**src/assert_macros.svh**
```systemverilog
// ============================================================================
// Assertion macros
// Concurrent assertion shorthands used by the RPN evaluator back end.
// ============================================================================
`ifndef ASSERT_MACROS_SVH
`define ASSERT_MACROS_SVH

// Same-cycle implication, disabled while reset is low.
`define RPN_ASSERT_IMP(label, clk, rst_n, ante, cons, msg) \
    label: assert property (@(posedge clk) disable iff (!rst_n) (ante) |-> (cons)) \
        else $error(msg);

// Next-cycle implication, disabled while reset is low.
`define RPN_ASSERT_NXT(label, clk, rst_n, ante, cons, msg) \
    label: assert property (@(posedge clk) disable iff (!rst_n) (ante) |=> (cons)) \
        else $error(msg);

`endif

```
**src/rpn_pkg.sv**
```systemverilog
// ============================================================================
// rpn_pkg
// Types, character codes and sizes shared by the RPN evaluator modules.
// ============================================================================
package rpn_pkg;

    localparam int STACK_DEPTH_DEF = 32;
    localparam int DATA_W          = 32;
    localparam int CHAR_W          = 8;
    localparam int DIGIT_W         = 4;
    localparam int CMD_Q_DEPTH     = 2;
    localparam int DIV_STEPS       = DATA_W;

    // ASCII codes the classifier looks for.
    localparam logic [CHAR_W-1:0] CHR_AMP   = 8'h26;
    localparam logic [CHAR_W-1:0] CHR_SPACE = 8'h20;
    localparam logic [CHAR_W-1:0] CHR_PLUS  = 8'h2B;
    localparam logic [CHAR_W-1:0] CHR_MINUS = 8'h2D;
    localparam logic [CHAR_W-1:0] CHR_STAR  = 8'h2A;
    localparam logic [CHAR_W-1:0] CHR_SLASH = 8'h2F;
    localparam logic [CHAR_W-1:0] CHR_0     = 8'h30;
    localparam logic [CHAR_W-1:0] CHR_9     = 8'h39;
    localparam logic [CHAR_W-1:0] CHR_UA    = 8'h41;
    localparam logic [CHAR_W-1:0] CHR_UF    = 8'h46;
    localparam logic [CHAR_W-1:0] CHR_LA    = 8'h61;
    localparam logic [CHAR_W-1:0] CHR_LF    = 8'h66;

    // Value of the hex letter A.
    localparam logic [DIGIT_W-1:0] HEX_LETTER_BASE = 4'd10;

    typedef enum logic [1:0] {
        ST_OK      = 2'd0,
        ST_UNDER   = 2'd1,
        ST_DIVZERO = 2'd2,
        ST_OVER    = 2'd3
    } t_status;

    // Character classes handed from the front end to the back end.
    typedef enum logic [3:0] {
        K_IGNORE,
        K_DIGIT,
        K_HEXLET,
        K_AMP,
        K_SPACE,
        K_ADD,
        K_SUB,
        K_MUL,
        K_DIV
    } t_kind;

    typedef struct packed {
        logic [CHAR_W-1:0] character;
        logic              last_char;
    } t_in_item;

    typedef struct packed {
        logic signed [DATA_W-1:0] value;
        t_status                  status;
    } t_out_item;

    typedef struct packed {
        t_kind              kind;
        logic [DIGIT_W-1:0] digit;
        logic               last;
    } t_cmd;

    typedef enum logic [2:0] {
        S_IDLE,
        S_RD_TOP,
        S_RD_BOT,
        S_EXEC,
        S_DIV,
        S_FIN
    } t_state;

endpackage

```
**src/rpn_front.sv**
```systemverilog
// ============================================================================
// rpn_front
// Accepts characters, classifies them and holds one classified command.
// ============================================================================
module rpn_front (
    input  logic               i_clk,
    input  logic               i_rst_n,
    input  logic               i_in_vld,
    output logic               o_in_stall,
    input  rpn_pkg::t_in_item  i_in_data,
    output logic               o_cmd_vld,
    input  logic               i_cmd_stall,
    output rpn_pkg::t_cmd      o_cmd
);

    logic [rpn_pkg::CHAR_W-1:0] w_ch;
    rpn_pkg::t_cmd              w_cmd;
    logic                       w_load;
    logic                       r_vld;
    logic                       n_vld;
    rpn_pkg::t_cmd              r_cmd;

    assign w_ch = i_in_data.character;

    // Sort the character into a command class and a digit value.
    always_comb begin
        w_cmd.kind  = rpn_pkg::K_IGNORE;
        w_cmd.digit = '0;
        w_cmd.last  = i_in_data.last_char;
        priority if (w_ch >= rpn_pkg::CHR_0 && w_ch <= rpn_pkg::CHR_9) begin
            w_cmd.kind  = rpn_pkg::K_DIGIT;
            w_cmd.digit = rpn_pkg::DIGIT_W'(w_ch - rpn_pkg::CHR_0);
        end else if (w_ch >= rpn_pkg::CHR_UA && w_ch <= rpn_pkg::CHR_UF) begin
            w_cmd.kind  = rpn_pkg::K_HEXLET;
            w_cmd.digit = rpn_pkg::DIGIT_W'(w_ch - rpn_pkg::CHR_UA)
                          + rpn_pkg::HEX_LETTER_BASE;
        end else if (w_ch >= rpn_pkg::CHR_LA && w_ch <= rpn_pkg::CHR_LF) begin
            w_cmd.kind  = rpn_pkg::K_HEXLET;
            w_cmd.digit = rpn_pkg::DIGIT_W'(w_ch - rpn_pkg::CHR_LA)
                          + rpn_pkg::HEX_LETTER_BASE;
        end else if (w_ch == rpn_pkg::CHR_AMP) begin
            w_cmd.kind = rpn_pkg::K_AMP;
        end else if (w_ch == rpn_pkg::CHR_SPACE) begin
            w_cmd.kind = rpn_pkg::K_SPACE;
        end else if (w_ch == rpn_pkg::CHR_PLUS) begin
            w_cmd.kind = rpn_pkg::K_ADD;
        end else if (w_ch == rpn_pkg::CHR_MINUS) begin
            w_cmd.kind = rpn_pkg::K_SUB;
        end else if (w_ch == rpn_pkg::CHR_STAR) begin
            w_cmd.kind = rpn_pkg::K_MUL;
        end else if (w_ch == rpn_pkg::CHR_SLASH) begin
            w_cmd.kind = rpn_pkg::K_DIV;
        end else begin
            w_cmd.kind = rpn_pkg::K_IGNORE;
        end
    end

    // One-entry output stage toward the command queue.
    assign o_in_stall = r_vld && i_cmd_stall;
    assign w_load     = i_in_vld && !o_in_stall;
    assign n_vld      = w_load || (r_vld && i_cmd_stall);
    assign o_cmd_vld  = r_vld;
    assign o_cmd      = r_cmd;

    always_ff @(posedge i_clk) begin
        if (!i_rst_n) begin
            r_vld <= 1'b0;
        end else begin
            r_vld <= n_vld;
        end
    end

    always_ff @(posedge i_clk) begin
        if (w_load) begin
            r_cmd <= w_cmd;
        end
    end

endmodule

```
**src/rpn_cmd_fifo.sv**
```systemverilog
// ============================================================================
// rpn_cmd_fifo
// Short command queue that decouples the front end from the back end.
// ============================================================================
module rpn_cmd_fifo (
    input  logic           i_clk,
    input  logic           i_rst_n,
    input  logic           i_push_vld,
    output logic           o_push_stall,
    input  rpn_pkg::t_cmd  i_push_data,
    output logic           o_pop_vld,
    input  logic           i_pop,
    output rpn_pkg::t_cmd  o_pop_data
);

    localparam int PTR_W = $clog2(rpn_pkg::CMD_Q_DEPTH);
    localparam int CNT_W = $clog2(rpn_pkg::CMD_Q_DEPTH + 1);

    rpn_pkg::t_cmd    r_mem [rpn_pkg::CMD_Q_DEPTH];
    logic [PTR_W-1:0] r_wr;
    logic [PTR_W-1:0] n_wr;
    logic [PTR_W-1:0] r_rd;
    logic [PTR_W-1:0] n_rd;
    logic [CNT_W-1:0] r_cnt;
    logic [CNT_W-1:0] n_cnt;
    logic             w_push;
    logic             w_pop;

    assign o_push_stall = (r_cnt == CNT_W'(rpn_pkg::CMD_Q_DEPTH));
    assign o_pop_vld    = (r_cnt != '0);
    assign o_pop_data   = r_mem[r_rd];
    assign w_push       = i_push_vld && !o_push_stall;
    assign w_pop        = i_pop && o_pop_vld;

    // Pointer wrap and fill count.
    always_comb begin
        n_wr  = r_wr;
        n_rd  = r_rd;
        n_cnt = r_cnt;
        if (w_push) begin
            n_wr = (r_wr == PTR_W'(rpn_pkg::CMD_Q_DEPTH - 1)) ? '0 : r_wr + PTR_W'(1);
        end
        if (w_pop) begin
            n_rd = (r_rd == PTR_W'(rpn_pkg::CMD_Q_DEPTH - 1)) ? '0 : r_rd + PTR_W'(1);
        end
        unique case ({w_push, w_pop})
            2'b10:   n_cnt = r_cnt + CNT_W'(1);
            2'b01:   n_cnt = r_cnt - CNT_W'(1);
            default: n_cnt = r_cnt;
        endcase
    end

    always_ff @(posedge i_clk) begin
        if (!i_rst_n) begin
            r_wr  <= '0;
            r_rd  <= '0;
            r_cnt <= '0;
        end else begin
            r_wr  <= n_wr;
            r_rd  <= n_rd;
            r_cnt <= n_cnt;
        end
    end

    always_ff @(posedge i_clk) begin
        if (w_push) begin
            r_mem[r_wr] <= i_push_data;
        end
    end

endmodule

```
**src/rpn_divider.sv**
```systemverilog
// ============================================================================
// rpn_divider
// Signed 32-bit divider, one restoring quotient bit per cycle.
// ============================================================================
module rpn_divider (
    input  logic                       i_clk,
    input  logic                       i_rst_n,
    input  logic                       i_start,
    input  logic [rpn_pkg::DATA_W-1:0] i_dividend,
    input  logic [rpn_pkg::DATA_W-1:0] i_divisor,
    output logic                       o_done,
    output logic [rpn_pkg::DATA_W-1:0] o_quotient
);

    localparam int DW    = rpn_pkg::DATA_W;
    localparam int CNT_W = $clog2(rpn_pkg::DIV_STEPS + 1);

    logic             r_busy;
    logic             r_done;
    logic [CNT_W-1:0] r_cnt;
    logic [DW-1:0]    r_rem;
    logic [DW-1:0]    r_quo;
    logic [DW-1:0]    r_div;
    logic             r_neg;
    logic [DW-1:0]    r_out;
    logic [DW:0]      w_shift;
    logic [DW:0]      w_diff;
    logic             w_fits;

    // Trial subtraction of the divisor from the shifted partial remainder.
    assign w_shift = {r_rem, r_quo[DW-1]};
    assign w_diff  = w_shift - {1'b0, r_div};
    assign w_fits  = !w_diff[DW];

    assign o_done     = r_done;
    assign o_quotient = r_out;

    // Control: busy flag, step count and done pulse.
    always_ff @(posedge i_clk) begin
        if (!i_rst_n) begin
            r_busy <= 1'b0;
            r_done <= 1'b0;
            r_cnt  <= '0;
        end else begin
            r_done <= 1'b0;
            if (i_start) begin
                r_busy <= 1'b1;
                r_cnt  <= CNT_W'(rpn_pkg::DIV_STEPS);
            end else if (r_busy) begin
                if (r_cnt != '0) begin
                    r_cnt <= r_cnt - CNT_W'(1);
                end else begin
                    r_busy <= 1'b0;
                    r_done <= 1'b1;
                end
            end
        end
    end

    // Datapath: operand magnitudes, shift steps and final sign fix.
    always_ff @(posedge i_clk) begin
        if (i_start) begin
            r_rem <= '0;
            r_quo <= i_dividend[DW-1] ? (DW'(0) - i_dividend) : i_dividend;
            r_div <= i_divisor[DW-1] ? (DW'(0) - i_divisor) : i_divisor;
            r_neg <= i_dividend[DW-1] ^ i_divisor[DW-1];
        end else if (r_busy) begin
            if (r_cnt != '0) begin
                r_rem <= w_fits ? w_diff[DW-1:0] : w_shift[DW-1:0];
                r_quo <= {r_quo[DW-2:0], w_fits};
            end else begin
                r_out <= r_neg ? (DW'(0) - r_quo) : r_quo;
            end
        end
    end

endmodule

```
**src/rpn_back.sv**
```systemverilog
// ============================================================================
// rpn_back
// Executes classified commands on the value stack and produces results.
// ============================================================================
`include "assert_macros.svh"

module rpn_back #(
    parameter int STACK_DEPTH = rpn_pkg::STACK_DEPTH_DEF
) (
    input  logic               i_clk,
    input  logic               i_rst_n,
    input  logic               i_cmd_vld,
    output logic               o_cmd_pop,
    input  rpn_pkg::t_cmd      i_cmd,
    output logic               o_out_vld,
    input  logic               i_out_stall,
    output rpn_pkg::t_out_item o_out_data
);

    localparam int SP_W = $clog2(STACK_DEPTH);
    localparam int DW   = rpn_pkg::DATA_W;

    // Stack memory holds finished entries below the stack pointer.
    logic [DW-1:0]      r_mem [STACK_DEPTH];
    logic [DW-1:0]      r_rdata;
    logic               w_we;
    logic [SP_W-1:0]    w_waddr;
    logic [SP_W-1:0]    w_raddr;
    logic [DW-1:0]      w_wdata;

    rpn_pkg::t_state    r_state;
    rpn_pkg::t_state    n_state;
    logic [SP_W-1:0]    r_sp;
    logic [SP_W-1:0]    n_sp;
    logic [DW-1:0]      r_acc;
    logic [DW-1:0]      n_acc;
    logic [DW-1:0]      r_bottom;
    logic [DW-1:0]      n_bottom;
    logic [DW-1:0]      r_top;
    logic [DW-1:0]      n_top;
    logic [DW-1:0]      r_bot;
    logic [DW-1:0]      n_bot;
    logic               r_started;
    logic               n_started;
    logic               r_hex;
    logic               n_hex;
    rpn_pkg::t_status   r_err;
    rpn_pkg::t_status   n_err;
    rpn_pkg::t_cmd      r_cmd;
    rpn_pkg::t_cmd      n_cmd;
    logic               r_out_vld;
    logic               n_out_vld;
    rpn_pkg::t_out_item r_out;
    rpn_pkg::t_out_item n_out;

    logic [DW-1:0]      w_dec_acc;
    logic [DW-1:0]      w_hex_acc;
    logic [DW-1:0]      w_prod;
    logic [DW-1:0]      w_res;
    logic               w_wb;
    logic               w_div_start;
    logic               w_div_done;
    logic [DW-1:0]      w_div_quot;

    // Digit accumulation: times ten as two shifts, times sixteen as one.
    assign w_dec_acc = (r_acc << 3) + (r_acc << 1) + DW'(i_cmd.digit);
    assign w_hex_acc = {r_acc[DW-rpn_pkg::DIGIT_W-1:0], i_cmd.digit};
    assign w_prod    = r_bot * r_top;

    assign o_out_vld  = r_out_vld;
    assign o_out_data = r_out;

    rpn_divider u_div (
        .i_clk      (i_clk),
        .i_rst_n    (i_rst_n),
        .i_start    (w_div_start),
        .i_dividend (r_bot),
        .i_divisor  (r_top),
        .o_done     (w_div_done),
        .o_quotient (w_div_quot)
    );

    // Stack memory with a registered read port.
    always_ff @(posedge i_clk) begin
        if (w_we) begin
            r_mem[w_waddr] <= w_wdata;
        end
        r_rdata <= r_mem[w_raddr];
    end

    // Sequencer: next state, stack updates and result loading.
    always_comb begin
        n_state     = r_state;
        n_sp        = r_sp;
        n_acc       = r_acc;
        n_bottom    = r_bottom;
        n_top       = r_top;
        n_bot       = r_bot;
        n_started   = r_started;
        n_hex       = r_hex;
        n_err       = r_err;
        n_cmd       = r_cmd;
        n_out_vld   = r_out_vld && i_out_stall;
        n_out       = r_out;
        o_cmd_pop   = 1'b0;
        w_we        = 1'b0;
        w_waddr     = r_sp;
        w_wdata     = r_acc;
        w_raddr     = r_sp - SP_W'(1);
        w_div_start = 1'b0;
        w_wb        = 1'b0;
        w_res       = r_bot + r_top;

        unique case (r_state)
            rpn_pkg::S_IDLE: begin
                if (i_cmd_vld) begin
                    o_cmd_pop = 1'b1;
                    n_cmd     = i_cmd;
                    n_state   = i_cmd.last ? rpn_pkg::S_FIN : rpn_pkg::S_IDLE;
                    if (r_err == rpn_pkg::ST_OK) begin
                        unique case (i_cmd.kind)
                            rpn_pkg::K_AMP: begin
                                if (!r_started) begin
                                    n_started = 1'b1;
                                    n_hex     = 1'b1;
                                end
                            end
                            rpn_pkg::K_DIGIT: begin
                                n_acc     = r_hex ? w_hex_acc : w_dec_acc;
                                n_started = 1'b1;
                            end
                            rpn_pkg::K_HEXLET: begin
                                if (r_hex) begin
                                    n_acc     = w_hex_acc;
                                    n_started = 1'b1;
                                end
                            end
                            rpn_pkg::K_SPACE: begin
                                // Push the number being built.
                                if (r_started) begin
                                    if (r_sp == SP_W'(STACK_DEPTH - 1)) begin
                                        n_err = rpn_pkg::ST_OVER;
                                    end else begin
                                        w_we = 1'b1;
                                        if (r_sp == '0) begin
                                            n_bottom = r_acc;
                                        end
                                        n_sp  = r_sp + SP_W'(1);
                                        n_acc = '0;
                                    end
                                end
                            end
                            rpn_pkg::K_ADD, rpn_pkg::K_SUB,
                            rpn_pkg::K_MUL, rpn_pkg::K_DIV: begin
                                n_started = 1'b0;
                                n_hex     = 1'b0;
                                if (r_sp < SP_W'(2)) begin
                                    n_err = rpn_pkg::ST_UNDER;
                                end else begin
                                    n_state = rpn_pkg::S_RD_TOP;
                                end
                            end
                            rpn_pkg::K_IGNORE: begin
                            end
                            default: begin
                            end
                        endcase
                    end
                end
            end
            rpn_pkg::S_RD_TOP: begin
                n_top   = r_rdata;
                w_raddr = r_sp - SP_W'(2);
                n_state = rpn_pkg::S_RD_BOT;
            end
            rpn_pkg::S_RD_BOT: begin
                n_bot   = r_rdata;
                n_state = rpn_pkg::S_EXEC;
            end
            rpn_pkg::S_EXEC: begin
                n_state = r_cmd.last ? rpn_pkg::S_FIN : rpn_pkg::S_IDLE;
                unique case (r_cmd.kind)
                    rpn_pkg::K_ADD: begin
                        w_res = r_bot + r_top;
                        w_wb  = 1'b1;
                    end
                    rpn_pkg::K_SUB: begin
                        w_res = r_bot - r_top;
                        w_wb  = 1'b1;
                    end
                    rpn_pkg::K_MUL: begin
                        w_res = w_prod;
                        w_wb  = 1'b1;
                    end
                    rpn_pkg::K_DIV: begin
                        if (r_top == '0) begin
                            n_err = rpn_pkg::ST_DIVZERO;
                        end else begin
                            w_div_start = 1'b1;
                            n_state     = rpn_pkg::S_DIV;
                        end
                    end
                    default: begin
                    end
                endcase
            end
            rpn_pkg::S_DIV: begin
                if (w_div_done) begin
                    w_res   = w_div_quot;
                    w_wb    = 1'b1;
                    n_state = r_cmd.last ? rpn_pkg::S_FIN : rpn_pkg::S_IDLE;
                end
            end
            rpn_pkg::S_FIN: begin
                // Load the result once the output register is free, then start over.
                if (!r_out_vld || !i_out_stall) begin
                    n_out_vld    = 1'b1;
                    n_out.value  = (r_err == rpn_pkg::ST_OK)
                                   ? $signed((r_sp == '0) ? r_acc : r_bottom) : '0;
                    n_out.status = r_err;
                    n_sp         = '0;
                    n_acc        = '0;
                    n_started    = 1'b0;
                    n_hex        = 1'b0;
                    n_err        = rpn_pkg::ST_OK;
                    n_state      = rpn_pkg::S_IDLE;
                end
            end
            default: begin
                n_state = rpn_pkg::S_IDLE;
            end
        endcase

        // Operator write-back: two entries become one, new number starts at zero.
        if (w_wb) begin
            w_we    = 1'b1;
            w_waddr = r_sp - SP_W'(2);
            w_wdata = w_res;
            if (r_sp == SP_W'(2)) begin
                n_bottom = w_res;
            end
            n_sp  = r_sp - SP_W'(1);
            n_acc = '0;
        end
    end

    always_ff @(posedge i_clk) begin
        if (!i_rst_n) begin
            r_state   <= rpn_pkg::S_IDLE;
            r_sp      <= '0;
            r_acc     <= '0;
            r_started <= 1'b0;
            r_hex     <= 1'b0;
            r_err     <= rpn_pkg::ST_OK;
            r_out_vld <= 1'b0;
        end else begin
            r_state   <= n_state;
            r_sp      <= n_sp;
            r_acc     <= n_acc;
            r_started <= n_started;
            r_hex     <= n_hex;
            r_err     <= n_err;
            r_out_vld <= n_out_vld;
        end
    end

    always_ff @(posedge i_clk) begin
        r_bottom <= n_bottom;
        r_top    <= n_top;
        r_bot    <= n_bot;
        r_cmd    <= n_cmd;
        r_out    <= n_out;
    end

    // Checks on the sequencer.
    `RPN_ASSERT_IMP(a_div_nonzero, i_clk, i_rst_n, w_div_start, r_top != '0, "divider started with zero divisor")
    `RPN_ASSERT_IMP(a_pop_depth, i_clk, i_rst_n, r_state == rpn_pkg::S_RD_TOP, r_sp >= SP_W'(2), "operator read with fewer than two entries")
    `RPN_ASSERT_IMP(a_err_value, i_clk, i_rst_n, r_out_vld && (r_out.status != rpn_pkg::ST_OK), r_out.value == '0, "error result carries a nonzero value")
    `RPN_ASSERT_NXT(a_fin_clears, i_clk, i_rst_n, (r_state == rpn_pkg::S_FIN) && !r_out_vld, r_out_vld && (r_sp == '0) && (r_err == rpn_pkg::ST_OK), "result load did not restart the evaluator")
    `RPN_ASSERT_NXT(a_err_sticky, i_clk, i_rst_n, (r_err != rpn_pkg::ST_OK) && (r_state != rpn_pkg::S_FIN), r_err == $past(r_err), "error code changed before the result")

endmodule

```
**src/rpn_expression_evaluator_core.sv**
```systemverilog
// ============================================================================
// rpn_expression_evaluator_core
// Postfix integer expression evaluator fed one character per item.
// ============================================================================
//
//  Channel  Dir  Handshake                  Payload
//  in       in   i_in_vld / o_in_stall      rpn_pkg::t_in_item  (character, last_char)
//  out      out  o_out_vld / i_out_stall    rpn_pkg::t_out_item (value, status)
//
// Digits, '&', spaces and ignored characters are handled in the back-end idle state; + - *
// pass through two reads of the stack memory's single read port and an execute state.
// '/' also waits in a divide state while the 32-step divider runs.
// The item marked last then passes through a state that loads the result register.
// Synchronous active-low reset clears the sequencer, flags and queue; the stack memory
// needs no clearing pass since only entries written in the current expression are read.
// A front register and a two-entry command queue keep taking items, until they are full,
// while the back end works or waits for a stalled result to be taken.
module rpn_expression_evaluator_core #(
    parameter int STACK_DEPTH = rpn_pkg::STACK_DEPTH_DEF
) (
    input  logic               i_clk,
    input  logic               i_rst_n,
    input  logic               i_in_vld,
    output logic               o_in_stall,
    input  rpn_pkg::t_in_item  i_in_data,
    output logic               o_out_vld,
    input  logic               i_out_stall,
    output rpn_pkg::t_out_item o_out_data
);

    logic          w_fe_vld;
    logic          w_q_full;
    rpn_pkg::t_cmd w_fe_cmd;
    logic          w_q_vld;
    logic          w_q_pop;
    rpn_pkg::t_cmd w_q_cmd;

    // Front end: classify characters.
    rpn_front u_front (
        .i_clk       (i_clk),
        .i_rst_n     (i_rst_n),
        .i_in_vld    (i_in_vld),
        .o_in_stall  (o_in_stall),
        .i_in_data   (i_in_data),
        .o_cmd_vld   (w_fe_vld),
        .i_cmd_stall (w_q_full),
        .o_cmd       (w_fe_cmd)
    );

    // Command queue between the two halves.
    rpn_cmd_fifo u_fifo (
        .i_clk        (i_clk),
        .i_rst_n      (i_rst_n),
        .i_push_vld   (w_fe_vld),
        .o_push_stall (w_q_full),
        .i_push_data  (w_fe_cmd),
        .o_pop_vld    (w_q_vld),
        .i_pop        (w_q_pop),
        .o_pop_data   (w_q_cmd)
    );

    // Back end: stack execution and result output.
    rpn_back #(
        .STACK_DEPTH (STACK_DEPTH)
    ) u_back (
        .i_clk       (i_clk),
        .i_rst_n     (i_rst_n),
        .i_cmd_vld   (w_q_vld),
        .o_cmd_pop   (w_q_pop),
        .i_cmd       (w_q_cmd),
        .o_out_vld   (o_out_vld),
        .i_out_stall (i_out_stall),
        .o_out_data  (o_out_data)
    );

endmodule
```
**config.mk**
```make
export PLATFORM = sky130hd
export DESIGN_NAME = rpn_expression_evaluator_core
export DESIGN_NICKNAME = d
export VERILOG_FILES = /design/src/rpn_pkg.sv /design/src/rpn_front.sv /design/src/rpn_cmd_fifo.sv /design/src/rpn_divider.sv /design/src/rpn_back.sv /design/src/rpn_expression_evaluator_core.sv
export VERILOG_INCLUDE_DIRS = /design/src /design/src/src
export SDC_FILE = /design/constraint.sdc
export NUM_CORES = 2
export LEC_CHECK = 0
export CAP_MARGIN = 20
export CORE_MARGIN = 2
export CORE_UTILIZATION = 55
export CTS_CLUSTER_SIZE = 8
export DETAILED_ROUTE_END_ITERATION = 16
export DONT_BUFFER_PORTS = 1
export MAX_ROUTING_LAYER = met4
export PLACE_DENSITY = 0.73
export SYNTH_ARGS = -nofsm -noshare
export SYNTH_HDL_FRONTEND = slang
export SYNTH_HIERARCHICAL = 1
export SYNTH_SLANG_ARGS = --single-unit
```
**constraint.sdc**
```tcl
create_clock -name i_clk -period 8.57 [get_ports i_clk]
set_input_delay 0.857 -clock i_clk [delete_from_list [all_inputs] [get_ports i_clk]]
set_output_delay 0.857 -clock i_clk [all_outputs]
set_load 0.03 [all_outputs]
```
# [Word-level counts from Yosys, hierarchy flattened]
# Memory sizes are Yosys's and may differ from the RTL's. A register that Yosys moved wholly into a read port is not among the register bits.
# Index checks and enable logic that the tools add are counted.
[totals] regBits=331 latchBits=0 mem_bits_rw=1042 romBits=0 inputBits=13 out_inout_bits=36 word_cells=279 memories=2
[mem_list] memory="u_back.r_mem" words=32 width=32 rd=1 rd_clocked_by_memory_dff=1 write_ports=1 line_no="rpn_back.sv:24" text="logic [DW-1:0] r_mem [STACK_DEPTH];"
[mem_list] memory="u_fifo.r_mem" words=2 width=9 rd=1 rd_clocked_by_memory_dff=1 write_ports=1 line_no="rpn_cmd_fifo.sv:19" text="rpn_pkg::t_cmd r_mem [rpn_pkg::CMD_Q_DEPTH];"
[op_classes] addsub=21 mul=1 div_mod_pow=0 n_lt_le_gt_ge=7 eq_ne=50 shifts=0 mux=114 bitwise=5 reduce_logical=46
[ops] op="$mux 32" count=24
[ops] op="$pmux 32 s2" count=3
[ops] op="$pmux 32 s3" count=1
[ops] op="$sub 1x32->32 const A" count=3
[ops] op="$add 32x32->32" count=2
[ops] op="$eq 8x6->1 const B" count=6
[ops] op="$mux 5" count=9
[ops] op="$mux 3" count=14
[ops] op="$mux 1" count=35
[ops] op="$sub 33x32->33" count=1
[ops] op="$add 32x4->32" count=1
[ops] op="$logic_not 32->1" count=1
[ops] op="$mul 32x32->32" count=1
[ops] op="$sub 32x32->32" count=1
[ops] op="$mux 31" count=1
[ops] op="$eq 4x3->1 const B" count=7
[ops] op="$mux 6" count=4
[ops] op="$ne 3x2->1 const B" count=7
[ops] op="$mux 2" count=10
[ops] op="$pmux 3 s6" count=1
[ops] op="$ge 8x7->1 const B" count=2
[ops] op="$le 8x7->1 const B" count=2
[ops] op="$mux 4" count=3
[ops] op="$ne 3x3->1 const B" count=4
[ops] op="52 further kinds" count=101

# [Depth between registers and ports, before layout]
[logic_depth] ltp_word=10 mapped_depth=28

# [By module]
# The synthesis kept the hierarchy.
[by_module_without_submodules] mod="rpn_back" n_inst=1 cells_per_inst=5160 area_per_inst_um2=69329.0 seq_area_each_um2=36024.6
[by_module_without_submodules] mod="rpn_divider" n_inst=1 cells_per_inst=886 area_per_inst_um2=8361.8 seq_area_each_um2=3713.6
[by_module_without_submodules] mod="rpn_cmd_fifo" n_inst=1 cells_per_inst=54 area_per_inst_um2=885.8 seq_area_each_um2=640.6
[by_module_without_submodules] mod="rpn_front" n_inst=1 cells_per_inst=49 area_per_inst_um2=600.6 seq_area_each_um2=290.3

# [Worst setup path before layout]
# OpenSTA, ideal clock, no wires.
[synth_timing] kind="register -> register" startpoint="register u_back.r_top[2]" endpoint="memory u_back/r_mem[0][30] (netlist bit), data pin" arrival_ns=7.727 required_time_ns=8.193 setup_slack_ns=0.466 path_stages_with_launch=25 path_cell_list="edfxtp_1 -> clkbuf_1 -> clkbuf_1 -> and2_1 -> fa_1 -> inv_1 -> fa_1 -> fa_1 -> fa_1 -> inv_1 -> fa_1 -> fa_1 -> fa_1 -> fa_1 -> ha_1 -> a21o_1 -> a21o_1 -> a21o_1 -> a21o_1 -> a211oi_1 -> o31ai_1 -> o31ai_1 -> xnor2_1 -> o211ai_1 -> a21oi_1"
[synth_via] elab_chain_cells=4 elab_cells_between_ends=7
[synth_rtl] item="start: declaration" line_no="rpn_back.sv:39" text="logic [DW-1:0] r_top;"
[synth_rtl] item="start signal: assignment" line_no="rpn_back.sv:269" text="r_top <= n_top;"
[synth_rtl] item="$mul 32x32->32, or another cell as far along" line_no="rpn_back.sv:68" text="assign w_prod = r_bot * r_top;"
[synth_rtl] item="$pmux 32 s2 or $mux 32 (tied branches)" line_no="rpn_back.sv:182, rpn_back.sv:208"
[synth_rtl] item="$pmux 32 s2 (*)" line_no="rpn_back.sv:114" text="unique case (r_state)"
[synth_rtl] item="$mux 32 (*)" line_no="rpn_back.sv:235" text="if (w_wb) begin"
[synth_rtl] item="via u_back.w_wdata[30]" line_no="rpn_back.sv:29" text="logic [DW-1:0] w_wdata;"
[synth_rtl] item="end: declaration" line_no="rpn_back.sv:24"
# The timed path passes the listed nets; every way through them passes the cells marked *.

# [Worst setup path after layout]
[layout_timing] startpoint="register u_back.r_top[2]" endpoint="memory u_back/r_mem[24][23] (netlist bit), data pin"
# The elaborated chain is that of the path after synthesis.

==> summary.md <==
| Metric | Value |
|---|---|
| Final-report max-slew violation count | 0 |
| Syn nets | 6,868 |
| Cells after Synth | slightly above 6,000 |
| Die area | roughly 0.15 mm^2 |
| GRT Total Usage | 32.8% |
| Number of enable flip-flop cells after synthesis | 1,251 |
| Yosys top cell by area | edfxtp_1 |
| # DRC | 0 |
| Crit path capture | u_back/r_mem[24][23]$_DFFE_PP_ |
| Req. time, crit path | 9.10 ns |
| # H-tree levels | 4 |
| Initial antenna violation count | 7 |
| Number of max-cap violations | 0 |
| Crit path depth | 25 |
| Critical path's largest stage delay | 0.57 ns |
| Synth Flop Type | edfxtp_1 |
| Routability congestion estimate | 1.03 |
| Inserted Clock Buffers | 194 |
| CTS max path bufs | 3 |
| Drt first pass iters | 6 |
| WP buf/inv | 5 |
| Root Buffer | clkbuf_16 |
| Hold Path Class | in2reg |
| Via Count | around 53,000 |
| Max Freq | 0.119 GHz |
| Placeable core region | 0.143 mm^2 |
| Synthesized area per cell | ~13 um^2 |
| # Post-CTS Setup Buffers | 0 |
| WS Path Type | reg2reg |
| Seq/Total Area, Yosys | 51.4% |
| Worst R2R Path Depth | 25 |
| Final Setup Violations | 0 |
| FFs w/ async S/R, synth | 0% |
| Worst Max-Slew Pin Slew | about 1.2 ns |
| Most frequent cells in the layout | edfxtp_1, nand2_1, inv_1 |
| Most common cell on crit path | fa_1 |
| Unrepaired setup endpoints after global routing | no |
| Clock transition at the registers of the reported paths | 0.05 ns |
| Register bit total from synthesis | 1,406 |
| Synth top area cells | edfxtp_1, fa_1, mux4_2 |
| CP Capture Type | flop |
| DIE WIDTH | roughly 380 um |
| Vias in the first global route | roughly 52,000 |
| Crit-path leading delay family | adder cells |
| Final min period | roughly 8.4 ns |
| Post-Route WL | between 200,000 and 250,000 um |
| Site Rows | 139 |
| Grt total ovfl | 0 |
| Post-DRT Antenna Nets | 0 |
| Yosys Warn Count | 6 |
| Outcome | finished clean |
| # port buffers | 0 |
| DR iter-0 viols | 5,991 |
| Clock Latency Late Sink | roughly 0.84 ns |
| Worst hold start | i_in_data[0] |
| # clock sinks | 1,406 |
| CTS tree | built |
| CP Data Arrival Time | 8.92 ns |
| Crit Reg-Reg Startpoint | u_back/r_top[2]$_DFFE_PP_ |
| Mapped Area | 0.0792 mm^2 |
| Share of cells above drive strength 1 | approximately 14% |
| DR WL/cell | roughly 28 um |
| Largest net degree at the start of global routing | 149 |
| Vias per Instance | 6.32 |
| Worst-path maximum fanout | 32 |
| Slowest cell on crit path | edfxtp_1 |
| Detailed placer's ending HPWL | 150,000 um |
| Fin. Hold Viols | 0 |
| Setup TNS | 0 ns |
| Synth cell types | 96 |
| Area grow syn2layout | 11.8% |
| CTS Hold Bufs | 0 |
| Final Cycle Share | 97.9% |
| Clk_skew | 0.0882 ns |
| Critical path launch point | u_back/r_top[2]$_DFFE_PP_ |
| Flop2flop setup slack | 0.18 ns |
| First-pass GRT wire length | roughly 340,000 um |
| Initial Util | a little under three fifths |
| Most common cell after layout, fill and taps aside | edfxtp_1 |
| Slew HR | 23.1% |
| Die Y | 383 um |
| # nets final | 6,980 |
| Number of I/O pins | 49 |
| Cells resized by post-CTS repair | 0 |
| Reg2reg end | u_back/r_mem[24][23]$_DFFE_PP_ |
| Synth top area share | 47.4% |
| CP Launch Type | flop |
-- worst register-to-register path, cell delays in order, from the launching register on --
cell and delay (ns):
edfxtp_1 0.57, buf_4 0.30, and2_1 0.20, fa_1 0.54, inv_1 0.05, fa_1 0.49
fa_1 0.46, fa_1 0.55, inv_1 0.05, fa_1 0.45, ha_1 0.30, fa_1 0.50
fa_1 0.44, ha_1 0.38, a21o_1 0.20, a21o_1 0.18, a21oi_1 0.31, nand4_1 0.31
a211o_1 0.34, a21oi_1 0.18, xnor2_1 0.23, a22o_1 0.30, a221oi_1 0.28, buf_4 0.19
a21oi_2 0.07, buf_12 0.20
-- flip-flops by register name, indices dropped and copies added (netlist names), 6 cells and up, named ones only --
name / count
u_back/o_out_data: 34
u_back/r_acc: 32
u_back/r_bot: 32
u_back/r_bottom: 32
u_back/r_mem: 1024
u_back/r_rdata: 32
u_back/r_top: 32
u_back/u_div/o_quotient: 32
u_back/u_div/r_cnt: 6
u_back/u_div/r_div: 32
u_back/u_div/r_quo: 32
u_back/u_div/r_rem: 32
u_fifo/r_mem: 18
u_front/o_cmd: 9
-- routing by layer --
layer	wire [um]	vias up	GRT usage [%]
met3	20700	633	5.23
met4	12400	0	15.3
met2	112000	3011	52.0
met5	0	-	-
met1	87500	26580	41.9
li1	-	22327	-
-- synth_stat cells, types with 149 or more instances --
cell	number
xnor2_1	196
nor2_1	365
o21ai_0	149
nand2_1	559
a21oi_1	330
and2_1	291
inv_1	507
mux4_2	256
ha_1	293
fa_1	413
clkbuf_1	243
edfxtp_1	1251
dfxtp_1	155
-- how the worst min path moves through the flow --
stage	to	cells after the start
after floorplan	u_back/r_bot[0]$_DFFE_PP_	0
final	u_front/o_cmd[0]$_DFFE_PP_	0
after CTS	u_front/o_cmd[0]$_DFFE_PP_	0
after global routing	u_front/o_cmd[0]$_DFFE_PP_	0
after global placement	u_back/r_bot[27]$_DFFE_PP_	0
after detailed placement	u_back/r_top[27]$_DFFE_PP_	0
-- kinds of logic after synthesis --
family	after synthesis	synth area share, %
compound gates	962	7.63
xor+xnor	281	3.11
fa+ha+maj	706	15.1
buf+inv	813	3.91
mux	415	9.42
flops	1406	51.4
simple gates	1566	9.49
-- stage by stage --
stage	util [%]	setup WS, ns	hold slack, ns	std cells	instance area [um^2]
finish	61.8	0.178	0.171	8321	88500
global route	61.8	0.00576	0.148	8319	88500
CTS	61.7	0.163	0.119	8303	88400
detailed placement	57.6	0.215	0.414	7954	82600
global placement	57.6	0.250	0.404	7954	82600
floorplan	-	0.466	0.404	6149	79200
-- layout make-up --
| type | instances | area (um^2) |
|---|---|---|
| Clock inverter | 17 | 387 |
| Tap cell | 1903 | 2380 |
| Antenna cell | 4 | 10.0 |
| Multi-Input combinational cell | 3930 | 35900 |
| Clock buffer | 332 | 5390 |
| Fill cell | 10696 | 54800 |
| Timing Repair Buffer | 220 | 1910 |
| Sequential cell | 1406 | 40700 |
| Inverter | 509 | 1910 |
Power is not shown: default switching activity piles up to over one toggle a cycle in this logic, so the estimate is an artifact.
